[config.mk]
export PLATFORM = sky130hd
export DESIGN_NAME = arpc_front
export DESIGN_NICKNAME = d
export VERILOG_FILES = /design/src/arpc_pkg.sv /design/src/arpc_front.sv
export SDC_FILE = /design/constraint.sdc
export NUM_CORES = 1
export LEC_CHECK = 0
export BUFFER_PORTS_ARGS = -buffer_cell sky130_fd_sc_hd__buf_2
export CAP_MARGIN = 20
export CORE_ASPECT_RATIO = 0.7
export CORE_MARGIN = 3
export CORE_UTILIZATION = 50
export DETAILED_ROUTE_END_ITERATION = 7
export PLACE_DENSITY = 0.82
export SLEW_MARGIN = 20
export SYNTH_ARGS = -nofsm -noshare
export SYNTH_HDL_FRONTEND = slang
export SYNTH_SLANG_ARGS = --single-unit
[constraint.sdc]
create_clock -name clk -period 5.33 [get_ports clk]
set_clock_uncertainty 0.05 [all_clocks]
set_input_delay 0.2665 -clock clk [delete_from_list [all_inputs] [get_ports clk]]
set_output_delay 0.2665 -clock clk [all_outputs]
set_load 0.02 [all_outputs]
[src/arpc_pkg.sv]
`default_nettype none
package arpc_pkg;

  typedef enum logic [1:0] {
    OP_LOOKUP = 2'd0,
    OP_QUEUE  = 2'd1,
    OP_INSERT = 2'd2,
    OP_TICK   = 2'd3
  } op_t;

  typedef enum logic [2:0] {
    K_LOOKUP    = 3'd0,
    K_QUEUED    = 3'd1,
    K_INSERTED  = 3'd2,
    K_SEND      = 3'd3,
    K_UNREACH   = 3'd4,
    K_TICK_DONE = 3'd5
  } kind_t;

  typedef enum logic [1:0] {
    REG_CACHE_TIMEOUT   = 2'd0,
    REG_MAX_SENDS       = 2'd1,
    REG_RESEND_INTERVAL = 2'd2
  } reg_idx_t;

  localparam logic [15:0] TIMEOUT_RST  = 16'd15;
  localparam logic [2:0]  MAX_SENDS_RST = 3'd5;
  localparam logic [7:0]  INTERVAL_RST = 8'd1;
  localparam logic [15:0] AGE_MAX      = 16'hFFFF;
  localparam logic [7:0]  CNT8_MAX     = 8'hFF;

  typedef struct packed {
    op_t         op;
    logic [31:0] ip;
    logic [47:0] mac;
    logic [2:0]  iface;
  } cmd_t;

  typedef struct packed {
    logic [15:0] cache_timeout;
    logic [2:0]  max_sends;
    logic [7:0]  resend_interval;
  } cfg_t;

  typedef struct packed {
    logic        valid;
    kind_t       kind;
    logic        hit;
    logic [31:0] found_ip;
    logic [47:0] found_mac;
    logic [2:0]  iface;
    logic [7:0]  waiting;
    logic        full;
    logic        last;
  } res_t;

endpackage
`default_nettype wire

[src/arpc_front.sv]
`default_nettype none
module arpc_front (
  input  wire logic          clk,
  input  wire logic          rst_n,
  input  wire logic          push,
  input  arpc_pkg::cmd_t     push_cmd,
  output logic               full,
  output logic               head_valid,
  output arpc_pkg::cmd_t     head_cmd,
  input  wire logic          pop
);
  import arpc_pkg::*;

  cmd_t       q_r [2];
  logic       wr_ptr_r;
  logic       rd_ptr_r;
  logic [1:0] cnt_r;

  assign full       = (cnt_r == 2'd2);
  assign head_valid = (cnt_r != 2'd0);
  assign head_cmd   = q_r[rd_ptr_r];

  always_ff @(posedge clk) begin
    if (push) begin
      q_r[wr_ptr_r] <= push_cmd;
    end
    if (!rst_n) begin
      wr_ptr_r <= 1'b0;
      rd_ptr_r <= 1'b0;
      cnt_r    <= 2'd0;
    end else begin
      if (push) wr_ptr_r <= ~wr_ptr_r;
      if (pop) rd_ptr_r <= ~rd_ptr_r;
      unique case ({push, pop})
        2'b10:   cnt_r <= cnt_r + 2'd1;
        2'b01:   cnt_r <= cnt_r - 2'd1;
        default: cnt_r <= cnt_r;
      endcase
    end
  end

endmodule
`default_nettype wire

# Word-level counts from Yosys, hierarchy flattened
# Memories as Yosys holds them, arrays and structs flattened. A register that Yosys moved wholly into a read port is not among the register bits.
# Index checks and enable logic that the tools add are counted.
# classes
add_sub_neg	2
n_reduce_logical	2
eq_ne	3
bitwise_logic	2
muxes	5
# op_table
op	n
equality test 2 bit, second input constant	2
2-to-1 mux 1 bit	4
case mux 2 bit (2 select lines)	1
nonzero test 2 bit	2
adder 2 x 1 -> 2 bit, second input constant	1
equality test 2 x 1 -> 1 bit, second input constant	1
inverter 1 bit	2
subtractor 2 x 1 -> 2 bit, second input constant	1
# word_totals
out_inout_bits	87
n_memories	1
elab_cells	18
regBits	4
mem_bits_rw	170
in_bits	89
# mem_list
memory	words	word_bits	rd	rd_clocked_by_memory_dff	write_ports	line	rtl
q_r	2	85	1	1	1	arpc_front.sv:14	cmd_t q_r [2];

# Logic depth before layout (Yosys ltp)
# logic_depth
depth_word	3
ltp_mapped	5

# Worst setup path before layout
# OpenSTA, ideal clock, no wires.
# synth_timing
path_type	input port to flip-flop
start	in push
end	mem q_r[0][0] (netlist name), enable pin
required_ns	4.747
setup_slack_ns	0.829
t_arrival_ns	3.918
path_stages	2
setup_time_ns	0.533
path_buffers	0
path_cell_list	inv_1 nor2_1
# synth_via
elab_chain_len	2
# synth_lines
element	line	rtl
start, declared	arpc_front.sv:5	input wire logic push,
2-to-1 mux 1 bit	arpc_front.sv:24	if (push) begin
2-to-1 mux 1 bit (implied by the code)	arpc_front.sv:25	q_r[wr_ptr_r] <= push_cmd;
end, declared	arpc_front.sv:14	
# No other way between the ends.

==> impl_metrics.tcl <==
set metrics [dict create \
    status "finished clean" \
    critical_path_buf_inv_count 2 \
    synth-seq-area-share_pct 82.1 \
    synth_area_mm2 0.00634 \
    path_cells "buf_16 -> mux2_2 -> buf_2" \
    rows 33 \
    drive_gt1_share_pct 52.2 \
    worst_pin_slew_ns 0.637 \
    dieArea_mm2 0.0141 \
    htreeDepth 4 \
    setup_ws_ns 3.02 \
    worstPathMaxFanout 49 \
    yosys_warnings 0 \
    antenna_cells 0 \
    drt_wl_total_um 12900 \
    maxCapViolCount 0 \
    clkLatencyLatePin_ns 0.41 \
    cts_tree "done" \
    relSlewSlack_pct 57.5 \
    preCtsSetupSlack_ns 2.84 \
    boundaryPins 176 \
    total_power_mw 3.17 \
    drtIter0Drc 180 \
    fmax_ghz 0.433 \
    end_kind "output port" \
    postSynthNetCount 376 \
    core_mm2 0.0121 \
    gr-usage-all-layers_pct 18.7 \
    cp-start-kind "flip-flop" \
    portBuffers 175 \
    hp-class "in -> reg" \
    grt_remaining_overflow 0 \
    via_count 3643 \
    place_area_mm2 0.00737 \
    firstDrtPassIters 4 \
    synth-seq-cells 175 \
    final_util_pct 73.4 \
    criticalPathCategory "reg -> out" \
    async_flop_share_pct 0 \
    fin_tns_setup_ns 0 \
    critPathSlowestCell "dfxtp_4" \
    required_ns 5.01 \
    ys_types 18 \
    rsz0062_at_grt "false" \
    place_inst 610 \
    root_buffer "clkbuf_16" \
    leakagePower_nw 3.37 \
    min_period_over_period_pct 43.3 \
    clk_pin_slew_worst_paths_ns 0.07 \
    finalSetupViolCount 0 \
    crit_family "flip-flops" \
    fillCellCount 712 \
    place.gp.congestion 0.734 \
    timing.hold.ws_ns 0.0556 \
    power_per_cell_area_mw_per_mm2 358 \
    cts_made_buffers 17 \
    syn_area_per_cell_um2 22.2 \
    dieWidth_um 141 \
    cp.arrival_ns 1.99 \
    start_util_pct 52.6 \
    synthToLayoutAreaGrowth_pct 39.6 \
    crit_path_max_incr_delay_ns 0.68 \
    grt_max_degree 86 \
    antenna_found_initial 0 \
    maxSlewViolCount 0 \
    ant_nets 0 \
    fp.dieH_um 100 \
    grt_pass1_vias 3737 \
    clockBufferDepth 2 \
    post_drt_wl_per_cell_um 17.7 \
    dp_hpwl_um 7350 \
    hold_viol 0 \
    netlist_instances 286 \
    synth_edf_count 170 \
    drc_errors 0 \
    grt_pass1_wl_um 19800 \
    vias_per_cell 4.99 \
    fin_crit_ns 2.31 \
    fin_area_mm2 0.00885 \
    vdd_drop_max_mv 0.244 \
    nNetsFinal 650 \
    fin_cells 730 \
    cts.sink_count 175 \
    ys.flop_type "edfxtp_1" \
]
## report_power, final
group | switching (mW) | total [mW] | internal [mW]
Combinational | 0.216 | 0.407 | 0.192
Clock | 0.531 | 1.14 | 0.613
Sequential | 0.0301 | 1.62 | 1.59
## area by class of cell
type	count	area (um^2)	share of cell area, %
repair buffers	264	1810	20.4
clock buffers	17	425	4.81
clock inverters	15	126	1.43
well taps	157	196	2.22
multi-input cells	101	1080	12.2
flip-flops and latches	175	5210	58.8
inverters	1	3.75	0.0424
## cell usage after synthesis, types with 2 or more instances
library cell / n / area share [%]
and2_1: 4 / 0.39
xnor2_1: 2 / 0.28
edfxtp_1: 170 / 81
buf_4: 6 / 0.71
buf_2: 3 / 0.24
dfxtp_1: 5 / 1.6
mux2_2: 85 / 15
## logic make-up (layout without fill, tap and decap cells)
group                      after synthesis  after routing  synth area share [%]
DFF                                    175            175                  82.1
muxes                                   85             85                  15.1
buffers and inverters                   10            297                  1.01
and+or+nand+nor                          9              9                 0.888
AOI/OAI and AO/OA                        3              3                 0.316
xor gates and xnor gates                 3              3                 0.414
adders and majority gates                1              1                 0.197
## flip-flops by register name, indices dropped and copies added, names as in the netlist, named ones only
register / flops
q_r: 170
wr_ptr_r: 1
cnt_r: 2
rd_ptr_r: 1
## worst paths after layout
| check | from | end | slack, ns | depth (start not counted) |
|---|---|---|---|---|
| worst max register to register | wr_ptr_r$_SDFFE_PN0P_ | q_r[0][82]$_DFFE_PP_ | 3.31 | 3 |
| worst min-delay path | rst_n | wr_ptr_r$_SDFFE_PN0P_ | 0.06 | 2 |
| worst max-delay path | flip-flop | head_cmd[77] | 3.02 | 3 |
| worst min register to register | cnt_r[1]$_SDFFE_PN0P_ | cnt_r[1]$_SDFFE_PN0P_ | 0.50 | 2 |
## routing by layer
layer  track usage (%)  vias up  share of wire [%]
met5                 0        -                  0
met4              5.29        0                1.1
met3              6.90       13                8.2
li1                  -     1688                  -
met2              31.7      165                 51
met1              22.7     1777                 39
## placed cells by master, fill, tap and decap left out, types with 2 or more instances in the layout
| master | Yosys | routed |
|---|---|---|
| and2_1 | 4 | 3 |
| buf_16 | 0 | 2 |
| buf_2 | 3 | 175 |
| clkbuf_16 | 0 | 17 |
| clkinv_1 | 0 | 2 |
| clkinv_4 | 0 | 2 |
| dfxtp_1 | 5 | 4 |
| dlygate4sd3_1 | 0 | 85 |
| edfxtp_1 | 170 | 170 |
| inv_6 | 0 | 5 |
| inv_8 | 0 | 4 |
| mux2_2 | 85 | 85 |
| xnor2_1 | 2 | 2 |
## what timing repair did
action / in CTS / in global routing
hold endpoints to repair: 168 / 2
gates resized for setup: 0 / 0
hold buffers: 84 / 1
endpoints found under the setup margin: 0 / 0
buffers inserted: 0 / 0
(Power assumes the default switching activity.)
